**src/sv/trfp_pkg.sv**
```systemverilog
// ----------------------------------------------------------------------------
// trfp_pkg: shared types and constants for the tagged record field parser
// Word layouts, record codes, result kinds and the parse phase encoding.
// ----------------------------------------------------------------------------
package trfp_pkg;

    // Input word: one blob byte with its end flag
    typedef struct packed {
        logic [7:0] data_byte;
        logic       last_byte;
    } in_word_t;

    // Output word: one parser event
    typedef struct packed {
        logic [1:0]  event_kind;
        logic [7:0]  char_byte;
        logic [1:0]  field_type;
        logic [63:0] field_value;
        logic        run_last;
    } out_word_t;

    // Event kinds
    localparam logic [1:0] EV_KEY    = 2'd0;
    localparam logic [1:0] EV_STRING = 2'd1;
    localparam logic [1:0] EV_COMMIT = 2'd2;
    localparam logic [1:0] EV_DROP   = 2'd3;

    // Committed field types
    localparam logic [1:0] FT_NUMBER  = 2'd0;
    localparam logic [1:0] FT_INTEGER = 2'd1;
    localparam logic [1:0] FT_STRING  = 2'd2;
    localparam logic [1:0] FT_BOOLEAN = 2'd3;

    // Byte codes of the record format
    localparam logic [7:0] BYTE_NUL      = 8'h00;
    localparam logic [7:0] BYTE_TAG      = 8'h01;
    localparam logic [7:0] SIZE_NUMBER   = 8'h09;
    localparam logic [7:0] SIZE_INTEGER  = 8'h05;
    localparam logic [7:0] SIZE_BOOLEAN  = 8'h01;
    localparam logic [7:0] TYPE_NUMBER   = 8'h04;
    localparam logic [7:0] TYPE_INTEGER  = 8'h01;
    localparam logic [7:0] TYPE_STRING   = 8'h05;
    localparam logic [7:0] TYPE_BOOL_T   = 8'h02;
    localparam logic [7:0] TYPE_BOOL_F   = 8'h03;
    localparam logic [7:0] KEY_CHAR_MIN  = 8'd32;
    localparam logic [7:0] KEY_CHAR_MAX  = 8'd126;
    localparam logic [7:0] NUMBER_BYTES  = 8'd8;
    localparam logic [7:0] INTEGER_BYTES = 8'd4;

    // Result queue depth
    localparam int OUT_DEPTH = 4;

    // Parse phase, one-hot
    typedef enum logic [6:0] {
        PH_HEADER  = 7'b0000001,
        PH_KEY     = 7'b0000010,
        PH_TAG     = 7'b0000100,
        PH_SIZE    = 7'b0001000,
        PH_TYPE    = 7'b0010000,
        PH_PAYLOAD = 7'b0100000,
        PH_IGNORE  = 7'b1000000
    } phase_t;

    // Per-record working state
    typedef struct packed {
        logic        key_seen;
        logic        key_bad;
        logic [7:0]  size_byte;
        logic [7:0]  kind_byte;
        logic [7:0]  payload_count;
        logic [63:0] value_shift;
        logic        string_ended;
        logic [7:0]  string_length;
    } rec_t;

    // Build an event word with run_last clear
    function automatic out_word_t mk_event(
        input logic [1:0]  kind,
        input logic [7:0]  ch,
        input logic [1:0]  ftype,
        input logic [63:0] val
    );
        out_word_t w;
        w.event_kind  = kind;
        w.char_byte   = ch;
        w.field_type  = ftype;
        w.field_value = val;
        w.run_last    = 1'b0;
        return w;
    endfunction

endpackage

```
**src/sv/tagged_record_field_parser.sv**
```systemverilog
// ----------------------------------------------------------------------------
// tagged_record_field_parser: streaming parser for tagged scalar records
// Skips the header name, streams key and string bytes, and closes each
// record with a commit or drop event.
// ----------------------------------------------------------------------------
// One blob byte is taken per cycle while s_ready is high. Each byte is decoded
// in the cycle it is accepted against the parse state registers, and the zero,
// one or two events it causes are written into a four-word result queue, which
// registers them before they reach the m_ side. Events leave at one per cycle
// while m_ready is high, so the input sustains one byte per cycle while bytes
// cause at most one event each; a byte that causes two events (a bad tag byte
// followed by a new key byte or empty key, a string byte followed by its
// commit, or a result followed by the end-of-blob drop) takes two queue words,
// and s_ready falls whenever fewer than two queue words are free.
module tagged_record_field_parser
    import trfp_pkg::*;
#(
    parameter int Depth = OUT_DEPTH
) (
    input  logic      aclk,
    input  logic      aresetn,
    input  logic      s_valid,
    output logic      s_ready,
    input  in_word_t  s_data,
    output logic      m_valid,
    input  logic      m_ready,
    output out_word_t m_data
);

    localparam int PtrW = $clog2(Depth);
    localparam int CntW = $clog2(Depth + 1);

    // State and queue registers
    phase_t             phase_reg, phase_next;
    rec_t               rec_reg, rec_next;
    out_word_t          fifo_reg [Depth];
    logic [PtrW-1:0]    wr_ptr_reg, rd_ptr_reg;
    logic [CntW-1:0]    count_reg, count_next;

    // Decode results
    out_word_t          res0, res1;
    logic [1:0]         n_res;
    logic               handled_end;
    logic               pending;
    logic               accept, pop;
    logic [7:0]         b;
    logic               last;
    logic               nonprint;
    logic [7:0]         cnt_dec;
    logic [2:0]         lane;
    logic [5:0]         shamt;
    logic [63:0]        val_acc;
    logic [7:0]         len_inc;
    logic [1:0]         push;

    assign b        = s_data.data_byte;
    assign last     = s_data.last_byte;
    assign nonprint = (b < KEY_CHAR_MIN) || (b > KEY_CHAR_MAX);
    assign accept   = s_valid && s_ready;
    assign pop      = m_valid && m_ready;

    // Payload byte placement: lane is the byte index within the value
    assign cnt_dec = rec_reg.payload_count - 8'd1;
    assign lane    = 3'd0 - rec_reg.payload_count[2:0];
    assign shamt   = (rec_reg.kind_byte == TYPE_NUMBER) ? {lane, 3'b000}
                                                        : {1'b0, lane[1:0], 3'b000};
    assign val_acc = rec_reg.value_shift | ({56'd0, b} << shamt);
    assign len_inc = rec_reg.string_length + 8'd1;

    // Byte decode
    always_comb begin
        phase_next  = phase_reg;
        rec_next    = rec_reg;
        res0        = '0;
        res1        = '0;
        n_res       = 2'd0;
        handled_end = 1'b0;
        pending     = 1'b0;

        unique case (phase_reg)
            PH_HEADER: begin
                if (b == BYTE_NUL) begin
                    rec_next   = '0;
                    phase_next = PH_KEY;
                end
            end
            PH_KEY: begin
                if (b == BYTE_NUL) begin
                    if (!rec_reg.key_seen || rec_reg.key_bad) begin
                        res0       = mk_event(EV_DROP, 8'd0, 2'd0, 64'd0);
                        n_res      = 2'd1;
                        rec_next   = '0;
                        phase_next = PH_KEY;
                    end else begin
                        rec_next.key_seen = 1'b0;
                        rec_next.key_bad  = 1'b0;
                        phase_next        = PH_TAG;
                    end
                end else begin
                    res0              = mk_event(EV_KEY, b, 2'd0, 64'd0);
                    n_res             = 2'd1;
                    rec_next.key_seen = 1'b1;
                    rec_next.key_bad  = rec_reg.key_bad | nonprint;
                end
            end
            PH_TAG: begin
                if (b == BYTE_TAG) begin
                    phase_next = PH_SIZE;
                end else begin
                    // missing tag: drop, then this byte opens the next key
                    res0       = mk_event(EV_DROP, 8'd0, 2'd0, 64'd0);
                    n_res      = 2'd1;
                    rec_next   = '0;
                    phase_next = PH_KEY;
                    if (last) begin
                        handled_end = 1'b1;
                    end else if (b == BYTE_NUL) begin
                        res1  = mk_event(EV_DROP, 8'd0, 2'd0, 64'd0);
                        n_res = 2'd2;
                    end else begin
                        res1              = mk_event(EV_KEY, b, 2'd0, 64'd0);
                        n_res             = 2'd2;
                        rec_next.key_seen = 1'b1;
                        rec_next.key_bad  = nonprint;
                    end
                end
            end
            PH_SIZE: begin
                rec_next.size_byte = b;
                phase_next         = PH_TYPE;
            end
            PH_TYPE: begin
                rec_next.kind_byte = b;
                if (rec_reg.size_byte == SIZE_NUMBER && b == TYPE_NUMBER) begin
                    rec_next.payload_count = NUMBER_BYTES;
                    rec_next.value_shift   = 64'd0;
                    phase_next             = PH_PAYLOAD;
                end else if (rec_reg.size_byte == SIZE_INTEGER && b == TYPE_INTEGER) begin
                    rec_next.payload_count = INTEGER_BYTES;
                    rec_next.value_shift   = 64'd0;
                    phase_next             = PH_PAYLOAD;
                end else if (b == TYPE_STRING) begin
                    if (rec_reg.size_byte == 8'd0) begin
                        res0       = mk_event(EV_COMMIT, 8'd0, FT_STRING, 64'd0);
                        n_res      = 2'd1;
                        rec_next   = '0;
                        phase_next = PH_KEY;
                    end else begin
                        rec_next.payload_count = rec_reg.size_byte;
                        rec_next.string_ended  = 1'b0;
                        rec_next.string_length = 8'd0;
                        phase_next             = PH_PAYLOAD;
                    end
                end else if (rec_reg.size_byte == SIZE_BOOLEAN &&
                             (b == TYPE_BOOL_T || b == TYPE_BOOL_F)) begin
                    res0       = mk_event(EV_COMMIT, 8'd0, FT_BOOLEAN,
                                          {63'd0, b == TYPE_BOOL_T});
                    n_res      = 2'd1;
                    rec_next   = '0;
                    phase_next = PH_KEY;
                end else begin
                    // unknown record kind: rest of the blob is ignored
                    res0       = mk_event(EV_DROP, 8'd0, 2'd0, 64'd0);
                    n_res      = 2'd1;
                    rec_next   = '0;
                    phase_next = PH_IGNORE;
                end
            end
            PH_PAYLOAD: begin
                rec_next.payload_count = cnt_dec;
                if (rec_reg.kind_byte == TYPE_STRING) begin
                    if (!rec_reg.string_ended && b == BYTE_NUL) begin
                        rec_next.string_ended = 1'b1;
                    end
                    if (!rec_reg.string_ended && b != BYTE_NUL) begin
                        res0                   = mk_event(EV_STRING, b, 2'd0, 64'd0);
                        n_res                  = 2'd1;
                        rec_next.string_length = len_inc;
                        if (cnt_dec == 8'd0) begin
                            res1  = mk_event(EV_COMMIT, 8'd0, FT_STRING, {56'd0, len_inc});
                            n_res = 2'd2;
                        end
                    end else if (cnt_dec == 8'd0) begin
                        res0  = mk_event(EV_COMMIT, 8'd0, FT_STRING,
                                         {56'd0, rec_reg.string_length});
                        n_res = 2'd1;
                    end
                end else begin
                    rec_next.value_shift = val_acc;
                    if (cnt_dec == 8'd0) begin
                        if (rec_reg.kind_byte == TYPE_NUMBER) begin
                            res0 = mk_event(EV_COMMIT, 8'd0, FT_NUMBER, val_acc);
                        end else begin
                            res0 = mk_event(EV_COMMIT, 8'd0, FT_INTEGER,
                                            {{32{val_acc[31]}}, val_acc[31:0]});
                        end
                        n_res = 2'd1;
                    end
                end
                if (cnt_dec == 8'd0) begin
                    rec_next   = '0;
                    phase_next = PH_KEY;
                end
            end
            PH_IGNORE: begin
            end
            default: begin
                phase_next = PH_HEADER;
            end
        endcase

        // End of blob: close any open record, then back to the header
        if (last) begin
            pending = (phase_next == PH_TAG) || (phase_next == PH_SIZE) ||
                      (phase_next == PH_TYPE) || (phase_next == PH_PAYLOAD) ||
                      (phase_next == PH_KEY && rec_next.key_seen);
            if (pending && !handled_end) begin
                if (n_res == 2'd0) begin
                    res0  = mk_event(EV_DROP, 8'd0, 2'd0, 64'd0);
                    n_res = 2'd1;
                end else if (n_res == 2'd1) begin
                    res1  = mk_event(EV_DROP, 8'd0, 2'd0, 64'd0);
                    n_res = 2'd2;
                end
            end
            phase_next = PH_HEADER;
            rec_next   = '0;
        end

        // Mark the final event of this byte
        if (n_res == 2'd1) begin
            res0.run_last = 1'b1;
        end else if (n_res == 2'd2) begin
            res1.run_last = 1'b1;
        end
    end

    // Parse state
    always_ff @(posedge aclk) begin
        if (!aresetn) begin
            phase_reg <= PH_HEADER;
            rec_reg   <= '0;
        end else if (accept) begin
            phase_reg <= phase_next;
            rec_reg   <= rec_next;
        end
    end

    // Result queue
    assign push       = accept ? n_res : 2'd0;
    assign count_next = count_reg + CntW'(push) - CntW'(pop);

    always_ff @(posedge aclk) begin
        if (!aresetn) begin
            wr_ptr_reg <= '0;
            rd_ptr_reg <= '0;
            count_reg  <= '0;
        end else begin
            wr_ptr_reg <= wr_ptr_reg + PtrW'(push);
            rd_ptr_reg <= rd_ptr_reg + PtrW'(pop);
            count_reg  <= count_next;
        end
    end

    always_ff @(posedge aclk) begin
        if (push != 2'd0) begin
            fifo_reg[wr_ptr_reg] <= res0;
        end
        if (push == 2'd2) begin
            fifo_reg[wr_ptr_reg + PtrW'(1)] <= res1;
        end
    end

    assign s_ready = (count_reg <= CntW'(Depth - 2));
    assign m_valid = (count_reg != '0);
    assign m_data  = fifo_reg[rd_ptr_reg];

endmodule
```
**config.mk**
```make
export PLATFORM = sky130hd
export DESIGN_NAME = tagged_record_field_parser
export DESIGN_NICKNAME = d
export VERILOG_FILES = /design/src/sv/trfp_pkg.sv /design/src/sv/tagged_record_field_parser.sv
export SDC_FILE = /design/constraint.sdc
export NUM_CORES = 1
export LEC_CHECK = 0
export ABC_AREA = 1
export CORE_MARGIN = 5
export CORE_UTILIZATION = 60
export DETAILED_ROUTE_END_ITERATION = 10
export DONT_BUFFER_PORTS = 1
export GPL_TIMING_DRIVEN = 0
export HOLD_SLACK_MARGIN = 0.02
export PLACE_DENSITY = 0.76
export SLEW_MARGIN = 20
export SYNTH_ARGS = -nofsm -noshare
export SYNTH_HDL_FRONTEND = slang
export SYNTH_SLANG_ARGS = --single-unit
```
**constraint.sdc**
```tcl
create_clock -name aclk -period 8.54 [get_ports aclk]
set_clock_uncertainty 0.05 [all_clocks]
set_input_delay 2.135 -clock aclk [delete_from_list [all_inputs] [get_ports aclk]]
set_output_delay 2.135 -clock aclk [all_outputs]
set_load 0.02 [all_outputs]
```
Word level (Yosys, flattened, before mapping). Memory sizes are Yosys's and may differ from the RTL's. A register that Yosys moved wholly into a read port is not among the register bits. Index checks and enable logic that the tools add are counted.

Input port bits: 13. Memories kept: 1. Logic and storage cells: 197. RAM bits: 308. Output and inout bits: 79. Register bits after elaboration: 113.

Memory list: fifo_reg (depth 4, bits a word 77, read ports 1, clocked after memory_dff 1, write ports 2, line tagged_record_field_parser.sv:36) `out_word_t fifo_reg [Depth];`.

Magnitude comparators: 3. Eq/ne operators: 39. Bitwise gates (word level): 2. Shifts and indexed selects: 1. Reductions and logical operators: 35. $add $sub $neg: 8. Mux-type cells: 96.

Operator list (number): 2-to-1 mux 77 bit (24); 2-to-1 mux 99 bit (5); case mux 89 bit (5 select lines) (1); case mux 77 bit (4 select lines) (1); 2-to-1 mux 97 bit (2); case mux 77 bit (2 select lines) (1); 2-to-1 mux 72 bit (2); 2-to-1 mux 64 bit (2); 2-to-1 mux 76 bit (1); 2-to-1 mux 66 bit (1); bitwise OR 64 bit (1); << shifter 8 x 6 -> 64 bit (1); 2-to-1 mux 7 bit (8); 2-to-1 mux 18 bit (3); case mux 7 bit (7 select lines) (1); case mux 8 bit (6 select lines) (1); == test 8 x 3 -> 1 bit (second input constant) (5); 2-to-1 mux 2 bit (18); AND reduction 10 bit (3); 2-to-1 mux 9 bit (3); zero test 8 bit (3); inequality test 3 bit (second input constant) (7); inequality test 4 bit (second input constant) (5); == test 8 x 1 -> 1 bit (second input constant) (2); 43 further kinds (83).

Longest topological paths before layout. Gate-level depths: netlist (run 1).

Depth after elaboration: 20. Gate-level depth with buffers: 28. Mapped depth without buffers: 27.

Worst setup path after synthesis (run 1). OpenSTA, ideal clock, no wires.

Path kind: input to register. Start point: in s_data[4] (netlist name). End point: mem fifo_reg[2][0] (netlist name), enable pin. Required time: 8113 ps. Stages: 20. Buffers on the path: 2. Library setup time: 377 ps. Path slack: 3141 ps. Data arrival time: 4972 ps. Path through: buf_2 -> nor2_2 -> nand2_2 -> nor2_8 -> nor2_2 -> inv_1 -> ha_1 -> nand3b_1 -> nand3_1 -> nor2_1 -> nand2_2 -> inv_2 -> ha_1 -> nand3_2 -> nand2_2 -> inv_4 -> nor2_8 -> nand2_2 -> buf_2 -> nand2_1.

RTL lines: start: declaration (line tagged_record_field_parser.sv:24) `input in_word_t s_data,`; end: declaration (line tagged_record_field_parser.sv:36).

==> impl_metrics.yaml, run 1 <==
routing:
  drt_first_pass_iters: 8
  wl_per_cell_um: 22.34
  post-route-drc-count: 0
  drt_iter0_drc: 3144
  drt_wl_total_um: 80790
  vias_per_cell: 6.202
  vias: 22430
  ant_nets: 0
cells_and_area:
  drive_gt1_share_pct: 8.225
  seq_area_um2: 9229
  largest_reg_flops: 308
  nFillCells: 3299
  area_delta_synth_final_pct: 9.319
  layout_common_cells: "nor2_1 (677), nand2_1 (352), dfxtp_1 (341), o21ai_0 (320), nand3_1 (269)"
  final_nets: 3141
  n_antenna_cell: 0
  final_common_cell: "nor2_1"
  multi_input_area_um2: 10600
setup_path:
  crit_type: "input pin to register"
  crit_family: "simple AND/OR/NAND/NOR gates"
  crit_cells: 20
  critPathLaunch: "s_data[4]"
  worstPathArrival_ns: 6.01
  crit_path_max_fanout: 20
  worst-path-buf-inv: 5
  startpoint_type: "input pin"
  max_stage_delay_ns: 0.84
  cp_slowest_cell: "nand2_1"
  r2r_setup_slack_ns: 3.02
  r2r-end: "fifo_reg[3][8]$_DFFE_PP_"
  crit_chain: "buf_2, nor2_2, nand2_2, nor2_8, nor2_2, inv_1, ha_1, nand3b_1, nand3_1, nor2_1, nand2_2, inv_2, ha_1, nand3_2, nand2_2, inv_4, nor2_8, nand2_1, buf_2, nand2_1"
  worst-endpoint-required_ns: 8.69
  reg2regPathDepth: 25
  critPathCapture: "fifo_reg[3][8]$_DFFE_PP_"
  reg2reg_from: "rec_reg[73]$_SDFFE_PN0P_"
  cp-end-kind: "register"
  path_common_cell: "nand2_2"
global_route:
  top_usage_layer: "met2"
  grt_start_max_net_pins: 22
  grt_pass1_vias: 20940
  grt_use_total_pct: 38.58
  met2_usage_pct: 56.90
  antenna_found_initial: 0
  grt_pass1_wl_um: 123100
  grtUsageMet1_pct: 52.25
  use_met3_pct: 11.68
  grt_overflow: 0
synth:
  syn_inst: 3066
  syn_nets: 3094
  yosys_most_used_dff: "dfxtp_1"
  synth_edf_count: 80
  ys_types: 54
  async_flop_share_pct: 0
  netlist_area_um2: 21870
  ys_seq_area_share_pct: 42.19
  ys_ff_latch: 421
  synth.avg_cell_area_um2: 7.134
  yosysWarnings: 0
clocking:
  cts_setup_buffers: 0
  cts_tree: "done"
  path_clk_slew_ns: 0.06
  clock-root-buffer: "clkbuf_16"
  h-tree-depth: 2
  cts_hold_buf: 0
  cts_buffers: 45
  numClockSinks: 421
  clockBufferDepth: 3
  cts-resized-gates: 0
  clock_latency_ns: 0.60
timing:
  finalSetupViolCount: 0
  fin_ws_ns: 2.683
  max_slew_margin_pct: 20.66
  hold_ws_ns: 0.3989
  period_share_pct: 68.58
  fin_setup_tns_ns: 0
  slew_violations: 0
  finalHoldViolCount: 0
  rsz0062_at_grt: "false"
  tightest_slew_ns: 1.183
  fin_crit_ns: 5.857
  timing.fmax_ghz: 0.1707
placed_design:
  hpwl_um: 59010
  place.gp.congestion: 0.9784
  pre_cts_ws_ns: 2.154
  io_buffers: 0
power_and_ir_drop:
  power_frac_seq_pct: 38.3
  clkPwrFrac_pct: 34.8
  swShare_pct: 36.88
  p_int_mw: 3.530
  total_power_mw: 5.592
  vdd_drop_max_uv: 161.6
  p_switching_mw: 2.062
  powerDensity_nw_per_um2: 233.9
  cellLeakagePower_nw: 10.43
  power_frac_comb_pct: 26.9
floorplanning:
  core_area_um2: 36260
  die_area_um2: 40370
  die_h_um: 200.9
  initial_utilization_pct: 60.32
  die_w_um: 200.9
  rows: 70
  pin_count: 92
run:
  cap_violations: 0
worst_hold_path:
  hp-class: "register to register"
outcome:
  status: "complete, no violations"
==> power by group through the flow <==
| stage | Combinational [mW] | Clock [mW] | Sequential (mW) |
|---|---|---|---|
| after floorplan | 1.04 | 0 | 2.17 |
| after global placement | 1.44 | 0 | 2.18 |
| after detailed placement | 1.47 | 0 | 2.18 |
| after CTS | 1.48 | 1.94 | 2.14 |
| after global routing | 1.62 | 2.02 | 2.15 |
| final | 1.51 | 1.94 | 2.14 |
==> layer usage <==
| metal | vias to the layer above | wire length, um |
|---|---|---|
| li1 | 10350 | - |
| met1 | 10400 | 31620 |
| met2 | 1446 | 34140 |
| met3 | 235 | 10860 |
| met4 | 0 | 4164 |
| met5 | - | 0 |
==> Yosys cell counts (4+ instances only) <==
| cell type | number | area, um2 |
|---|---|---|
| inv_2 | 19 | 71.32 |
| xor2_1 | 7 | 61.31 |
| ha_1 | 14 | 175.2 |
| nand4_1 | 39 | 244.0 |
| o21ai_2 | 11 | 96.34 |
| clkbuf_1 | 125 | 469.2 |
| o211a_1 | 10 | 100.1 |
| o21bai_1 | 19 | 142.6 |
| nand3_2 | 4 | 40.04 |
| o21ai_1 | 25 | 125.1 |
| a31oi_1 | 10 | 62.56 |
| nor3b_1 | 9 | 67.56 |
| buf_1 | 8 | 30.03 |
| nor2_4 | 4 | 45.04 |
| buf_2 | 51 | 255.2 |
| nand3_1 | 269 | 1346 |
| buf_6 | 27 | 304.0 |
| buf_4 | 10 | 75.07 |
| nor2_1 | 677 | 2541 |
| a211oi_1 | 56 | 420.4 |
| nand2_4 | 10 | 112.6 |
| xnor2_1 | 5 | 43.79 |
| nor3_1 | 56 | 280.3 |
| clkinv_1 | 6 | 22.52 |
| a21oi_1 | 147 | 735.7 |
| nand2_2 | 16 | 100.1 |
| nor2_2 | 17 | 106.4 |
| edfxtp_1 | 80 | 2402 |
| dfxtp_1 | 341 | 6827 |
| nand2_1 | 352 | 1321 |
| nor4_1 | 5 | 31.28 |
| o22ai_1 | 77 | 481.7 |
| inv_1 | 211 | 792.0 |
| o21ai_0 | 320 | 1602 |
==> kinds of logic (layout without fill, tap and decap cells) <==
kind of cell | Yosys count | count (layout) | synth area share, %
xor gates and xnor gates | 12 | 12 | 0.4805
AOI/OAI and AO/OA | 686 | 686 | 17.69
and+or+nand+nor | 1471 | 1471 | 29.34
DFF | 421 | 421 | 42.19
adders and majority gates | 15 | 15 | 0.8924
buffers and inverters | 461 | 544 | 9.399
==> final cells by class <==
type                            count  share of cell area [%]
Buffer                            224                   4.867
Clock buffer                       60                   5.238
Clock inverter                     23                  0.7745
Inverter                          237                   3.731
Multi-Input combinational cell   2184                   44.34
Sequential cell                   421                   38.60
Tap cell                          468                   2.449
==> stage by stage <==
| step | util (%) | cell area (um2) | instances |
|---|---|---|---|
| 2_1_floorplan | - | 21870 | 3066 |
| 3_3_place_gp | 61.94 | 22460 | 3534 |
| 4_1_cts | 65.90 | 23900 | 3617 |
| 6_report | 65.94 | 23910 | 3617 |
| 5_1_grt | 65.94 | 23910 | 3617 |
| 3_5_place_dp | 61.94 | 22460 | 3534 |
==> worst register-to-register path, delay by kind of cell (launching register included) <==
| kind | cells | cell delay [ns] |
|---|---|---|
| adders and majority gates | 3 | 0.81 |
| buffers and inverters | 7 | 1.21 |
| DFF | 1 | 0.37 |
| and+or+nand+nor | 15 | 2.67 |
==> worst min-delay path by stage <==
stage	to	slack, ns	cells after the start	start
after floorplan	rec_reg[86]$_SDFFE_PN0P_	0.37	2	rec_reg[86]$_SDFFE_PN0P_
after global placement	rec_reg[86]$_SDFFE_PN0P_	0.38	2	rec_reg[86]$_SDFFE_PN0P_
after detailed placement	rec_reg[86]$_SDFFE_PN0P_	0.39	2	rec_reg[86]$_SDFFE_PN0P_
after CTS	rec_reg[86]$_SDFFE_PN0P_	0.40	2	rec_reg[86]$_SDFFE_PN0P_
after global routing	rec_reg[86]$_SDFFE_PN0P_	0.42	2	rec_reg[86]$_SDFFE_PN0P_
final	rec_reg[86]$_SDFFE_PN0P_	0.40	2	rec_reg[86]$_SDFFE_PN0P_
Note: power is estimated with default switching activity, not from simulation.
==> inputs of run 2 (changes only) <==
- CORE_UTILIZATION: 60 -> 58
- clock period: 8.54 -> 4.9 ns (I/O delays scaled with it)
==> impl_metrics.yaml, run 2 (synthesis gave the netlist of run 1 again) <==
outcome:
  status: "complete, no violations"
timing:
  rsz0062_at_grt: "false"
  period_share_pct: 95.91
  slew_violations: 0
  tightest_slew_ns: 1.246
  max_slew_margin_pct: 16.45
  finalHoldViolCount: 0
  finalSetupViolCount: 0
  timing.fmax_ghz: 0.2128
  fin_crit_ns: 4.700
  hold_ws_ns: 0.3940
routing:
  ant_nets: 0
  wl_met1_um: 30920
  drt_iter0_drc: 3403
  post-route-drc-count: 0
  vias_per_cell: 6.171
  vias: 22570
  wl_per_cell_um: 21.72
  drt_wl_total_um: 79440
  wl_met3_um: 10970
  top_layer_used: "met4"
  drt_first_pass_iters: 7
  wl_met2_um: 32990
clocking:
  cts_tree: "done"
  h-tree-depth: 2
  numClockSinks: 421
  clockBufferDepth: 3
  cts_buffers: 46
  cts_setup_buffers: 0
  clock_latency_ns: 0.59
  clock-root-buffer: "clkbuf_16"
  path_clk_slew_ns: 0.06
  cts_hold_buf: 0
floorplanning:
  die_w_um: 204.2
  die_area_um2: 41690
  initial_utilization_pct: 58.34
  pin_count: 92
  rows: 71
  die_h_um: 204.2
  core_area_um2: 37490
power_and_ir_drop:
  total_power_mw: 9.792
  vdd_drop_max_uv: 279.7
  powerDensity_nw_per_um2: 408.1
  cellLeakagePower_nw: 10.43
worst_hold_path:
  hp-class: "register to register"
setup_path:
  crit_path_max_fanout: 10
  cp-end-kind: "primary output"
  worstPathArrival_ns: 3.42
  worst-endpoint-required_ns: 3.62
  startpoint_type: "register"
  crit_type: "register to primary output"
global_route:
  grt_overflow: 0
  grt_pass1_vias: 20640
  grt_use_total_pct: 36.81
  antenna_found_initial: 0
  grt_pass1_wl_um: 119400
  grt_start_max_net_pins: 22
placed_design:
  hpwl_um: 58110
  io_buffers: 0
  place.gp.congestion: 1.023
  placed_area_um2: 22510
cells_and_area:
  drive_gt1_share_pct: 8.137
  final_common_cell: "nor2_1"
  fin_area_um2: 23990
  fin_util_pct: 63.99
  nFillCells: 3408
  layout_common_cells: "nor2_1 (677), nand2_1 (348), dfxtp_1 (341), o21ai_0 (320), nand3_1 (269)"
  largest_reg_flops: 308
  final_nets: 3141
  area_delta_synth_final_pct: 9.685
  n_antenna_cell: 0
run:
  cap_violations: 0
-- run 2: final timing paths --
path	depth (start not counted)	from	slack (ns)	endpoint
max	6	rd_ptr_reg[1]$_SDFF_PN0_	0.20	m_data[19]
min	2	rec_reg[86]$_SDFFE_PN0P_	0.39	rec_reg[86]$_SDFFE_PN0P_
max reg2reg	27	rec_reg[73]$_SDFFE_PN0P_	0.29	count_reg[2]$_SDFF_PN0_
min reg2reg	2	rec_reg[86]$_SDFFE_PN0P_	0.39	rec_reg[86]$_SDFFE_PN0P_
-- run 2: timing repair --
action                                  4_1_cts  5_1_grt
gates resized for setup                       7        0
hold endpoints to repair                      0        0
pin swaps                                     0        0
endpoints found under the setup margin       82      215
-- run 2: layout make-up --
class | count | area (um2) | area share [%]
Tap cell | 511 | 639.4 | 2.665
Buffer | 223 | 1160 | 4.835
Multi-Input combinational cell | 2184 | 10620 | 44.28
Clock buffer | 67 | 1311 | 5.466
Sequential cell | 421 | 9229 | 38.47
Clock inverter | 14 | 136.4 | 0.5685
Inverter | 237 | 892.1 | 3.719
-- run 2: per-stage QoR --
step | instances | worst slack (ns) | setup TNS (ns)
floorplan | 3066 | 0.4110 | 0
global placement | 3577 | -0.4984 | -33.97
detailed placement | 3577 | -0.5327 | -37.81
CTS | 3658 | 0.01854 | 0
global route | 3657 | 0.02581 | 0
finish | 3657 | 0.2002 | 0
-- run 2: metal layers --
layer / vias up / track usage (%)
met1: 10420 / 49.76
met2: 1547 / 54.59
met5: - / 0
met3: 269 / 9.838
li1: 10340 / -
met4: 0 / 18.55
-- run 2: where the power goes --
| group | leakage, nW | switching (mW) | internal (mW) |
|---|---|---|---|
| combinational | 6.31 | 2.02 | 0.582 |
| sequential | 3.41 | 0.0769 | 3.66 |
| clock | 0.716 | 1.49 | 1.96 |
| total | 10.4 | 3.59 | 6.21 |
-- run 2: worst max-delay path: stages (launching register included) --
cell and delay [ns]:
dfxtp_1 0.30, clkbuf_1 0.40, inv_1 0.23, clkbuf_1 0.59
clkbuf_1 0.44, o21ai_0 0.21, o22ai_1 0.65
